### config.mk
export PLATFORM = sky130hd
export DESIGN_NAME = link_failover_controller
export DESIGN_NICKNAME = d
export VERILOG_FILES = /design/src/rtl/core/lfc_pkg.sv /design/src/rtl/core/lfc_cfg.sv /design/src/rtl/core/lfc_core.sv /design/src/rtl/core/link_failover_controller.sv
export SDC_FILE = /design/constraint.sdc
export NUM_CORES = 1
export LEC_CHECK = 0
export ABC_AREA = 1
export BUFFER_PORTS_ARGS = -buffer_cell sky130_fd_sc_hd__buf_4
export CAP_MARGIN = 20
export CORE_ASPECT_RATIO = 0.7
export CORE_MARGIN = 3
export CORE_UTILIZATION = 55
export CTS_CLUSTER_DIAMETER = 200
export CTS_CLUSTER_SIZE = 28
export DETAILED_ROUTE_END_ITERATION = 8
export PLACE_DENSITY = 0.83
export SYNTH_ARGS = -nofsm -noshare
export SYNTH_HDL_FRONTEND = slang
export SYNTH_SLANG_ARGS = --single-unit
### constraint.sdc
create_clock -name clk_i -period 6.1 [get_ports clk_i]
set_clock_uncertainty 0.05 [all_clocks]
set_input_delay 0.915 -clock clk_i [delete_from_list [all_inputs] [get_ports clk_i]]
set_output_delay 0.915 -clock clk_i [all_outputs]
set_load 0.05 [all_outputs]
### src/rtl/core/lfc_pkg.sv
`default_nettype none

package lfc_pkg;

  localparam int unsigned TimeW    = 32;
  localparam int unsigned LimitW   = 20;
  localparam int unsigned CountW   = 16;
  localparam int unsigned CfgIdxW  = 8;
  localparam int unsigned CfgDataW = 20;
  localparam int unsigned InDataW  = 40;
  localparam int unsigned OutDataW = 32;

  // Register indexes on the configuration port.
  localparam logic [CfgIdxW-1:0] CfgWiredPresent     = 8'd0;
  localparam logic [CfgIdxW-1:0] CfgWiredLinkTimeout = 8'd1;
  localparam logic [CfgIdxW-1:0] CfgWlessLinkTimeout = 8'd2;
  localparam logic [CfgIdxW-1:0] CfgCloudTimeout     = 8'd3;

  // Reset values of the configuration registers.
  localparam logic [LimitW-1:0] WiredLinkTimeoutRst = 20'd30000;
  localparam logic [LimitW-1:0] WlessLinkTimeoutRst = 20'd30000;
  localparam logic [LimitW-1:0] CloudTimeoutRst     = 20'd60000;

  typedef enum logic [2:0] {
    StWiredStart = 3'd0,
    StWiredWait  = 3'd1,
    StWiredCloud = 3'd2,
    StWiredUp    = 3'd3,
    StWlessStart = 3'd4,
    StWlessWait  = 3'd5,
    StWlessCloud = 3'd6,
    StWlessUp    = 3'd7
  } lfc_state_e;

  typedef struct packed {
    logic              wired_present;
    logic [LimitW-1:0] wired_link_timeout_ms;
    logic [LimitW-1:0] wireless_link_timeout_ms;
    logic [LimitW-1:0] cloud_timeout_ms;
  } lfc_cfg_t;

  // Declared from the highest bit down so that the last field lands in bit 0.
  typedef struct packed {
    logic [TimeW-1:0] now_ms;
    logic             wireless_credentials;
    logic             wireless_ready;
    logic             wired_ready;
    logic             cloud_up;
  } lfc_in_t;

  typedef struct packed {
    logic              first_connection;
    logic [CountW-1:0] reconnect_count;
    logic              cloud_disconnect;
    logic              cloud_connect;
    logic              wireless_disconnect;
    logic              wireless_connect;
    logic              wired_disconnect;
    logic              wired_connect;
    logic              session_up;
    logic [2:0]        link_state;
  } lfc_result_t;

endpackage

`default_nettype wire

### src/rtl/core/lfc_cfg.sv
`default_nettype none

module lfc_cfg import lfc_pkg::*; (
  input  wire logic                clk_i,
  input  wire logic                rst_ni,
  input  wire logic                wr_en_i,
  input  wire logic [CfgIdxW-1:0]  wr_index_i,
  input  wire logic [CfgDataW-1:0] wr_data_i,
  output lfc_cfg_t                 cfg_o
);

  lfc_cfg_t cfg_q;

  // Writes to an index past the last register are dropped.
  always_ff @(posedge clk_i or negedge rst_ni) begin
    if (!rst_ni) begin
      cfg_q.wired_present            <= 1'b0;
      cfg_q.wired_link_timeout_ms    <= WiredLinkTimeoutRst;
      cfg_q.wireless_link_timeout_ms <= WlessLinkTimeoutRst;
      cfg_q.cloud_timeout_ms         <= CloudTimeoutRst;
    end else if (wr_en_i) begin
      unique case (wr_index_i)
        CfgWiredPresent:     cfg_q.wired_present            <= wr_data_i[0];
        CfgWiredLinkTimeout: cfg_q.wired_link_timeout_ms    <= wr_data_i[LimitW-1:0];
        CfgWlessLinkTimeout: cfg_q.wireless_link_timeout_ms <= wr_data_i[LimitW-1:0];
        CfgCloudTimeout:     cfg_q.cloud_timeout_ms         <= wr_data_i[LimitW-1:0];
        default: ;
      endcase
    end
  end

  assign cfg_o = cfg_q;

endmodule

`default_nettype wire

### src/rtl/core/lfc_core.sv
`default_nettype none

module lfc_core import lfc_pkg::*; (
  input  wire logic  clk_i,
  input  wire logic  rst_ni,
  input  wire logic  step_i,
  input  lfc_in_t    in_i,
  input  lfc_cfg_t   cfg_i,
  output lfc_result_t res_o
);

  lfc_state_e        state_q, state_d;
  logic [TimeW-1:0]  timer_start_q, timer_start_d;
  logic [LimitW-1:0] timer_limit_q, timer_limit_d;
  logic [CountW-1:0] count_q, count_d;
  logic [TimeW-1:0]  elapsed;
  logic              expired;
  logic              wc, wd, lc, ld, cc, cd;

  // The elapsed time wraps with the free-running clock.
  assign elapsed = in_i.now_ms - timer_start_q;
  assign expired = elapsed > {{(TimeW-LimitW){1'b0}}, timer_limit_q};

  always_ff @(posedge clk_i or negedge rst_ni) begin
    if (!rst_ni) begin
      state_q       <= StWiredStart;
      timer_start_q <= '0;
      timer_limit_q <= '0;
      count_q       <= '0;
    end else if (step_i) begin
      state_q       <= state_d;
      timer_start_q <= timer_start_d;
      timer_limit_q <= timer_limit_d;
      count_q       <= count_d;
    end
  end

  always_comb begin
    state_d       = state_q;
    timer_start_d = timer_start_q;
    timer_limit_d = timer_limit_q;
    count_d       = count_q;
    {wc, wd, lc, ld, cc, cd} = 6'b0;

    if (in_i.cloud_up) begin
      // A live cloud session pulls any pending state straight to connected.
      unique case (state_q)
        StWiredStart, StWiredWait, StWiredCloud: begin
          state_d = StWiredUp;
          if (count_q != '1) count_d = count_q + 1'b1;
        end
        StWlessStart, StWlessWait, StWlessCloud: begin
          state_d = StWlessUp;
          if (count_q != '1) count_d = count_q + 1'b1;
        end
        default: ;
      endcase
    end else begin
      unique case (state_q)
        StWiredUp: begin
          cd = 1'b1; wd = 1'b1; state_d = StWiredStart;
        end
        StWiredStart: begin
          if (!cfg_i.wired_present) begin
            state_d = StWlessStart;
          end else begin
            wc = 1'b1;
            timer_start_d = in_i.now_ms;
            timer_limit_d = cfg_i.wired_link_timeout_ms;
            state_d = StWiredWait;
          end
        end
        StWiredWait: begin
          if (in_i.wired_ready) begin
            cc = 1'b1;
            timer_start_d = in_i.now_ms;
            timer_limit_d = cfg_i.cloud_timeout_ms;
            state_d = StWiredCloud;
          end else if (expired) begin
            wd = 1'b1; state_d = StWlessStart;
          end
        end
        StWiredCloud: begin
          if (!in_i.wired_ready || expired) begin
            cd = 1'b1; wd = 1'b1; state_d = StWlessStart;
          end
        end
        StWlessUp: begin
          cd = 1'b1; ld = 1'b1; state_d = StWiredStart;
        end
        StWlessStart: begin
          if (!in_i.wireless_credentials) begin
            state_d = StWiredStart;
          end else begin
            lc = 1'b1;
            timer_start_d = in_i.now_ms;
            timer_limit_d = cfg_i.wireless_link_timeout_ms;
            state_d = StWlessWait;
          end
        end
        StWlessWait: begin
          if (in_i.wireless_ready) begin
            cc = 1'b1;
            timer_start_d = in_i.now_ms;
            timer_limit_d = cfg_i.cloud_timeout_ms;
            state_d = StWlessCloud;
          end else if (expired) begin
            ld = 1'b1; state_d = StWiredStart;
          end
        end
        default: begin
          // Wireless cloud wait: a lost link and a timeout end the same way.
          if (!in_i.wireless_ready || expired) begin
            cd = 1'b1; ld = 1'b1; state_d = StWiredStart;
          end
        end
      endcase
    end

    res_o.link_state          = state_d;
    res_o.session_up          = in_i.cloud_up;
    res_o.wired_connect       = wc;
    res_o.wired_disconnect    = wd;
    res_o.wireless_connect    = lc;
    res_o.wireless_disconnect = ld;
    res_o.cloud_connect       = cc;
    res_o.cloud_disconnect    = cd;
    res_o.reconnect_count     = count_d;
    res_o.first_connection    = (count_d == {{(CountW-1){1'b0}}, 1'b1});
  end

endmodule

`default_nettype wire

### src/rtl/core/link_failover_controller.sv
`default_nettype none

// Link failover controller. Each input beat is one poll of the network status:
// the cloud, wired and wireless ready flags, whether wireless credentials are
// stored, and a free-running millisecond time. The controller first tries the
// wired link (when configured present), falls back to wireless, and then waits
// for a cloud session over the link that came up; each output beat carries the
// new state, one-poll connect and disconnect commands for both links and the
// cloud, and a saturating count of entries into a connected state. Exactly one
// output beat is produced per input beat, in order. A poll is captured in an
// input register, evaluated against the state, timer and counter registers, and
// its result lands in an output register. One poll is accepted per clock cycle
// while the output register is empty or draining; when a result waits for the
// downstream side, the input register can still take one poll and holds it
// until the output register drains. Configuration writes are taken in any cycle
// but must only be issued while no poll is in flight.
module link_failover_controller import lfc_pkg::*; (
  input  wire logic                clk_i,
  input  wire logic                rst_ni,

  // Poll beats. tdata from bit 0: cloud_up, wired_ready, wireless_ready,
  // wireless_credentials, now_ms[31:0], four zero bits.
  input  wire logic                s_axis_tvalid,
  output logic                     s_axis_tready,
  input  wire logic [InDataW-1:0]  s_axis_tdata,

  // Result beats. tdata from bit 0: link_state[2:0], session_up, wired_connect,
  // wired_disconnect, wireless_connect, wireless_disconnect, cloud_connect,
  // cloud_disconnect, reconnect_count[15:0], first_connection, five zero bits.
  output logic                     m_axis_tvalid,
  input  wire logic                m_axis_tready,
  output logic [OutDataW-1:0]      m_axis_tdata,

  // Register writes: 0 wired_present, 1 wired link timeout, 2 wireless link
  // timeout, 3 cloud timeout; other indexes are ignored.
  input  wire logic                cfg_valid_i,
  output logic                     cfg_ready_o,
  input  wire logic [CfgIdxW-1:0]  cfg_index_i,
  input  wire logic [CfgDataW-1:0] cfg_data_i
);

  localparam int unsigned InFieldW  = $bits(lfc_in_t);
  localparam int unsigned OutFieldW = $bits(lfc_result_t);

  logic        in_valid_q;
  lfc_in_t     in_q;
  logic        out_valid_q;
  lfc_result_t out_q;
  lfc_result_t res;
  lfc_cfg_t    cfg;
  logic        in_accept;
  logic        advance;

  // The held poll moves on whenever the output register is empty or emptying.
  assign advance       = in_valid_q && (!out_valid_q || m_axis_tready);
  assign s_axis_tready = !in_valid_q || advance;
  assign in_accept     = s_axis_tvalid && s_axis_tready;
  assign cfg_ready_o   = 1'b1;

  always_ff @(posedge clk_i or negedge rst_ni) begin
    if (!rst_ni) begin
      in_valid_q <= 1'b0;
    end else if (in_accept) begin
      in_valid_q <= 1'b1;
    end else if (advance) begin
      in_valid_q <= 1'b0;
    end
  end

  always_ff @(posedge clk_i) begin
    if (in_accept) begin
      in_q <= lfc_in_t'(s_axis_tdata[InFieldW-1:0]);
    end
  end

  always_ff @(posedge clk_i or negedge rst_ni) begin
    if (!rst_ni) begin
      out_valid_q <= 1'b0;
    end else if (advance) begin
      out_valid_q <= 1'b1;
    end else if (m_axis_tready) begin
      out_valid_q <= 1'b0;
    end
  end

  always_ff @(posedge clk_i) begin
    if (advance) begin
      out_q <= res;
    end
  end

  lfc_cfg u_cfg (
    .clk_i      (clk_i),
    .rst_ni     (rst_ni),
    .wr_en_i    (cfg_valid_i),
    .wr_index_i (cfg_index_i),
    .wr_data_i  (cfg_data_i),
    .cfg_o      (cfg)
  );

  lfc_core u_core (
    .clk_i  (clk_i),
    .rst_ni (rst_ni),
    .step_i (advance),
    .in_i   (in_q),
    .cfg_i  (cfg),
    .res_o  (res)
  );

  assign m_axis_tvalid = out_valid_q;
  assign m_axis_tdata  = {{(OutDataW-OutFieldW){1'b0}}, out_q};

endmodule

`default_nettype wire

**Word level (Yosys, flattened, before mapping)**

Cells that the tools add are included.

- Equality and inequality tests: 16
- Add/subtract/negate cells: 2
- Magnitude comparators: 1
- Mux-type cells: 41
- Reductions and logical operators: 28
- Bitwise gates (word level): 3

Operators with widths:

| operator | count |
|---|---|
| $mux 32 | 4 |
| $pmux 32 s4 | 1 |
| $mux 20 | 4 |
| $pmux 20 s4 | 1 |
| $mux 16 | 3 |
| $gt 32x20->1 | 1 |
| $sub 32x32->32 | 1 |
| $mux 3 | 9 |
| $pmux 3 s6 | 1 |
| $add 16x1->16 const B | 1 |
| $eq 16x1->1 const B | 1 |
| $eq 8x2->1 const B | 2 |
| $ne 16x16->1 const B | 1 |
| $mux 1 | 13 |
| $eq 3x3->1 const B | 4 |
| $pmux 1 s3 | 3 |
| $eq 8x1->1 const B | 1 |
| $logic_not 8->1 | 1 |
| $ne 2x2->1 const B | 4 |
| $reduce_and 2->1 | 4 |
| $reduce_and 7->1 | 1 |
| $eq 3x2->1 const B | 2 |
| $pmux 3 s2 | 1 |
| $reduce_or 2->1 | 3 |
| other kinds (13) | 24 |

- Word-level logic and storage cells: 116
- Output and inout port bits: 35
- Bits of input ports: 73
- Flip-flop bits (word level): 197

**Longest topological paths before layout**

- Depth in word-level cells: 6
- Mapped depth: 29
- Depth with buffers taken out: 29

**Modules after synthesis**

From an unflattened synthesis, not the netlist that was laid out.

- Cells, all modules: 1484
- Area, all modules: 11508.5 um2

By module, submodules not included:

| module | seq. area each (um2) | cells each | instances | area an instance (um2) |
|---|---|---|---|---|
| lfc_core | 1776.7 | 1116 | 1 | 6914.1 |
| lfc_cfg | 1552.7 | 285 | 1 | 2555.0 |
| link_failover_controller | 1941.9 | 83 | 1 | 2039.5 |

**Least setup slack after synthesis**

No wires, ideal clock.

- Kind: reg2reg
- Start: register in_q[4] in the netlist's numbering
- End: register out_q (netlist bit m_axis_tdata[2]) (data pin)
- Arrival time: 2920 ps
- Data required time: 5786 ps
- Setup time: 264 ps
- Stages on the path, launching flop included: 26
- Slack: 2866 ps
- Cell sequence: edfxtp_1 inv_1 ha_1 inv_1 fa_1 nand3_1 nand3_2 nand2_1 nand2_1 nand2_1 nand2_1 xor2_1 ha_1 nand2_1 nor3_1 nand2_1 nand2_1 nand2_1 nand2_1 nand2_1 nand3_1 nor2_2 nand2_1 nand2_1 a21oi_1 a31oi_1

RTL lines:

| element | RTL line | source |
|---|---|---|
| from (decl) | link_failover_controller.sv:46 | `lfc_in_t in_q;` |
| from (signal assigned) | link_failover_controller.sv:72 | `in_q <= lfc_in_t'(s_axis_tdata[InFieldW-1:0]);` |
| to (signal assigned) | link_failover_controller.sv:88 | `out_q <= res;` |
| to (decl) | link_failover_controller.sv:48 | `lfc_result_t out_q;` |

**Final worst setup path**

- Start: register in_q[4] in the netlist's numbering
- End: register out_q (netlist bit m_axis_tdata[5]) (data pin)

- Cells in the longest elaborated chain, start to end: 5

Ends and longest elaborated chain:

| element | RTL line | source |
|---|---|---|
| $sub 32x32->32 (*) | lfc_core.sv:21 | `assign elapsed = in_i.now_ms - timer_start_q;` |
| $gt 32x20->1 (*) | lfc_core.sv:22 | `assign expired = elapsed > {{(TimeW-LimitW){1'b0}}, timer_limit_q};` |
| $mux 1 or $logic_or 1x1->1 (tied branches) | lfc_core.sv:79, lfc_core.sv:84 |  |
| $mux 1 (on tied branches) | lfc_core.sv:74, lfc_core.sv:84 |  |
| $pmux 1 s3 (*) | lfc_core.sv:59 | `unique case (state_q)` |

Mark *: on every way between the ends. The rest lies on a longest branch, timed or not.
A chain may end at the register's enable or synchronous reset.

==> summary.txt <==
Timing
  • Final setup viols: 0
  • Final worst slack: between 2000 and 2500 ps
  • Slew @ Worst Pin: just under 1000 ps
  • Final hold vios: 0
  • Final min period: approximately 4000 ps
  • Final Cycle Share: 0.651
  • F_max: between 0.2 and 0.3 GHz
  • Unrepaired setup endpoints after global routing: no
  • Slew Viols, Final: 0
  • Slew headroom: 0.346
  • Fin Setup TNS: 0 ps

Place
  • Placed cell areas: between 10000 and 15000 um^2
  • RePlAce Congestion: 0.941
  • Setup slack at placement: between 2000 and 2500 ps
  • PortBufs: slightly below 100
  • DP HPWL: 18.2 mm

Drt
  • Vias per Instance: roughly 5.2
  • Drt wl/cell: 14.5 um
  • Initial drt markers: about 780
  • Total Routed Length: 25.4 mm
  • DRC: 0
  • Via count: 9191
  • Pre-antenna DRT Iters: 5
  • ANT nets after route: 0

CTS
  • Worst-Skew Late Latency: 450 ps
  • TritonCTS clock tree: done
  • # hold bufs at CTS: 0
  • Sink Count: 197
  • Clk slew on worst S/H paths: approximately 90 ps
  • Max H-tree Level: 4
  • # resized after CTS: 0
  • Clock root buffer: clkbuf_16
  • Post CTS Setup Buffer Count: 0
  • TritonCTS Buffers: 17
  • Clk buf depth: 2

Power and ir drop
  • Flop pwr share: 0.313
  • Pint: about 3200 uW
  • Pleak: 0.00625 uW
  • Combinational share of power: 0.481
  • Net Sw Power: roughly 2600 uW
  • Peak supply drop: 0.255 mV
  • Sw frac: 0.447
  • Power Dens Cells: between 400 and 500 nW/um^2
  • Clock Power Share: 0.206

Synthesis
  • Flops & latches, synth: 197
  • Sequential cell area fraction in the yosys report: 0.480
  • Yosys cell types: 45
  • Synth top area cells: dfrtp_1 (26%), edfxtp_1 (17%), nand2_1 (16%)
  • Yosys warns: 0
  • Post-synth top area cell: dfrtp_1
  • Post-synth top area share: 0.258
  • Asr flop ratio synth: 0.680
  • EDFF count, synth: between 60 and 70
  • Gate Count Post-Synth: between 1000 and 1500
  • Mapped Area: approximately 11000 um^2
  • Post-synthesis area per instance: between 7 and 8 um^2
  • Prevailing post-synth register cell: dfrtp_1

Cells and area
  • Layout cell share with drive strength beyond 1: 0.134
  • Final nets: roughly 1600
  • Syn-to-layout area delta: 14.7%
  • # diodes: 0
  • Post-route cell area: about 13000 um^2
  • Fin util: 0.655

Global routing
  • Gr usage total: 0.240
  • Vias in the first global route: slightly below 9000
  • First-pass GRT wire length: about 42 mm
  • Overflow after GRT: 0
  • Largest net degree at the start of global routing: between 60 and 70
  • Initial antenna violation count: 0

Min path
  • Min-Delay Path Class: primary input to asynchronous set/reset pin

Worst setup path
  • CP endpoint kind: flop
  • Top delay family on crit path: simple AND/OR/NAND/NOR gates
  • Arrival time worst endpoint: between 4000 and 5000 ps
  • Reg2reg end: m_axis_tdata[5]
  • Worst-case reg-to-reg path depth: 23
  • Levels on crit path: 23
  • CP startpoint kind: flop
  • R2r startpoint: in_q[4]
  • Cell mode on critical path: nand2_1
  • CP Class: flop to flop
  • Setup crit start: in_q[4]
  • Worst reg2reg setup slack: around 2100 ps
  • CP max FO: 4
  • CP max stage cell: fa_1
  • Crit path required time: between 6000 and 7000 ps
  • Worst setup endpoint: m_axis_tdata[5]
  • Cell Chain, Critical Path: inv_1 -> ha_1 -> inv_1 -> fa_1 -> nand3_1 -> nand3_2 -> nand2_1 -> nand2_1 -> nand2_1 -> nand2_1 -> xor2_1 -> ha_1 -> nand2_1 -> nor3_1 -> nand3_1 -> nand2_1 -> nand3_1 -> nor2_2 -> nand3_1 -> nand2_1 -> nand2_1 -> o21ai_0 -> inv_1
  • Critical path buffers and inverters: 3
  • Critical Path Max Stage Delay: between 400 and 500 ps

Outcome
  • Status: completed

Floorplanning
  • Starting density of the core: 0.571
  • Die width: 175 um
  • Cell Rows: 42
  • Core Area: ~19000 um^2
  • Die area: roughly 22000 um^2
  • Die Span Y: 124 um
  • Ports: 108

Job
  • Max-cap violation count: 0
## cell type report
type | instances | area (um^2)
fillers | 1611 | 6640
flip-flops and latches | 197 | 5270
multi-input cells | 922 | 4650
inverters | 238 | 893
repair buffers | 107 | 803
clock buffers | 17 | 425
well taps | 264 | 330
clock inverters | 15 | 220
## cells in the final DEF (no fill, tap or decap), drive strengths merged, types with 31 or more instances in the layout
| cell type | netlist | final |
|---|---|---|
| nand2 | 477 | 477 |
| inv | 236 | 248 |
| o21ai | 116 | 116 |
| dfrtp | 113 | 113 |
| buf | 11 | 107 |
| nor2 | 95 | 95 |
| edfxtp | 63 | 63 |
| ha | 52 | 52 |
| nand3 | 42 | 42 |
| a21oi | 31 | 31 |
## sequential cells by signal, summed over array words and instances, names as in the netlist
register / count
u_cfg.cfg_o: 61
in_q: 36
u_core.timer_start_q: 32
m_axis_tdata: 27
u_core.timer_limit_q: 20
u_core.count_q: 16
u_core.state_q: 3
in_valid_q: 1
m_axis_tvalid: 1
## cell families after synthesis
kind of cell,share of synthesized area
buf+inv,0.0984
xor+xnor,0.0215
fa+ha+maj,0.0611
compound gates,0.0954
other cells,0.000684
flops,0.480
simple gates,0.243
## worst min path at each step
stage	from	to	slack, ps
6_report	rst_ni	u_cfg.cfg_o[26]	430
5_1_grt	u_cfg.cfg_o[14]	u_cfg.cfg_o[14]	460
4_1_cts	u_cfg.cfg_o[40]	u_cfg.cfg_o[40]	440
3_5_place_dp	u_cfg.cfg_o[40]	u_cfg.cfg_o[40]	420
3_3_place_gp	u_cfg.cfg_o[47]	u_cfg.cfg_o[47]	420
2_1_floorplan	u_cfg.cfg_o[0]	u_cfg.cfg_o[0]	400
## stage by stage
step	hold WS, ps	power (uW)	instances
after CTS	444	5830	1760
final	429	5850	1760
after global placement	416	4510	1728
after floorplan	403	3880	1396
after detailed placement	424	4600	1728
after global routing	464	6320	1760
## worst register-to-register path: stages, from the launching register on
cell      delay, ps
edfxtp_1        370
inv_1            80
ha_1            140
inv_1            70
fa_1            440
nand3_1         110
nand3_2         120
nand2_1          80
nand2_1         100
nand2_1          80
nand2_1         100
xor2_1          170
ha_1            280
nand2_1          80
nor3_1          290
nand3_1         150
nand2_1         120
nand3_1          90
nor2_2          230
nand3_1         160
nand2_1         120
nand2_1          80
o21ai_0         140
inv_1            70
## cells in the mapped netlist, types with 2 or more instances
cell and instances:
nand3_1 39, nor3_2 2, buf_2 3, conb_1 2, a41oi_1 20, nor4_1 2, clkinv_1 2, inv_1 232
a21oi_2 2, buf_6 2, a21oi_1 29, xor2_1 21, nand3b_1 4, nor2_1 87, nor2_2 8, o21ai_2 2
inv_2 4, a31oi_1 6, dfstp_2 21, xnor2_1 6, clkbuf_1 28, nand2_2 11, o21a_1 3, o21ai_0 113
nand4_1 13, or2_2 3, nand3_2 3, dfrtp_1 113, nor3_1 11, ha_1 52, a21o_1 2, buf_4 6
edfxtp_1 63, nand2_1 466
## layer usage
| metal | vias up | GRT usage | wire length (um) |
|---|---|---|---|
| met3 | 38 | 0.0495 | 1940 |
| met1 | 4249 | 0.351 | 12000 |
| met2 | 337 | 0.366 | 11100 |
| li1 | 4567 | - | - |
| met5 | - | 0 | 0 |
| met4 | 0 | 0.0628 | 424 |
## power groups by stage
stage / clock, uW / combinational, uW / sequential [uW]
finish: 1200 / 2810 / 1830
CTS: 1220 / 2790 / 1830
detailed placement: 0 / 2750 / 1850
global placement: 0 / 2670 / 1830
global route: 1280 / 3180 / 1860
floorplan: 0 / 1950 / 1940
No activity file was read; power rests on OpenSTA's default activity.
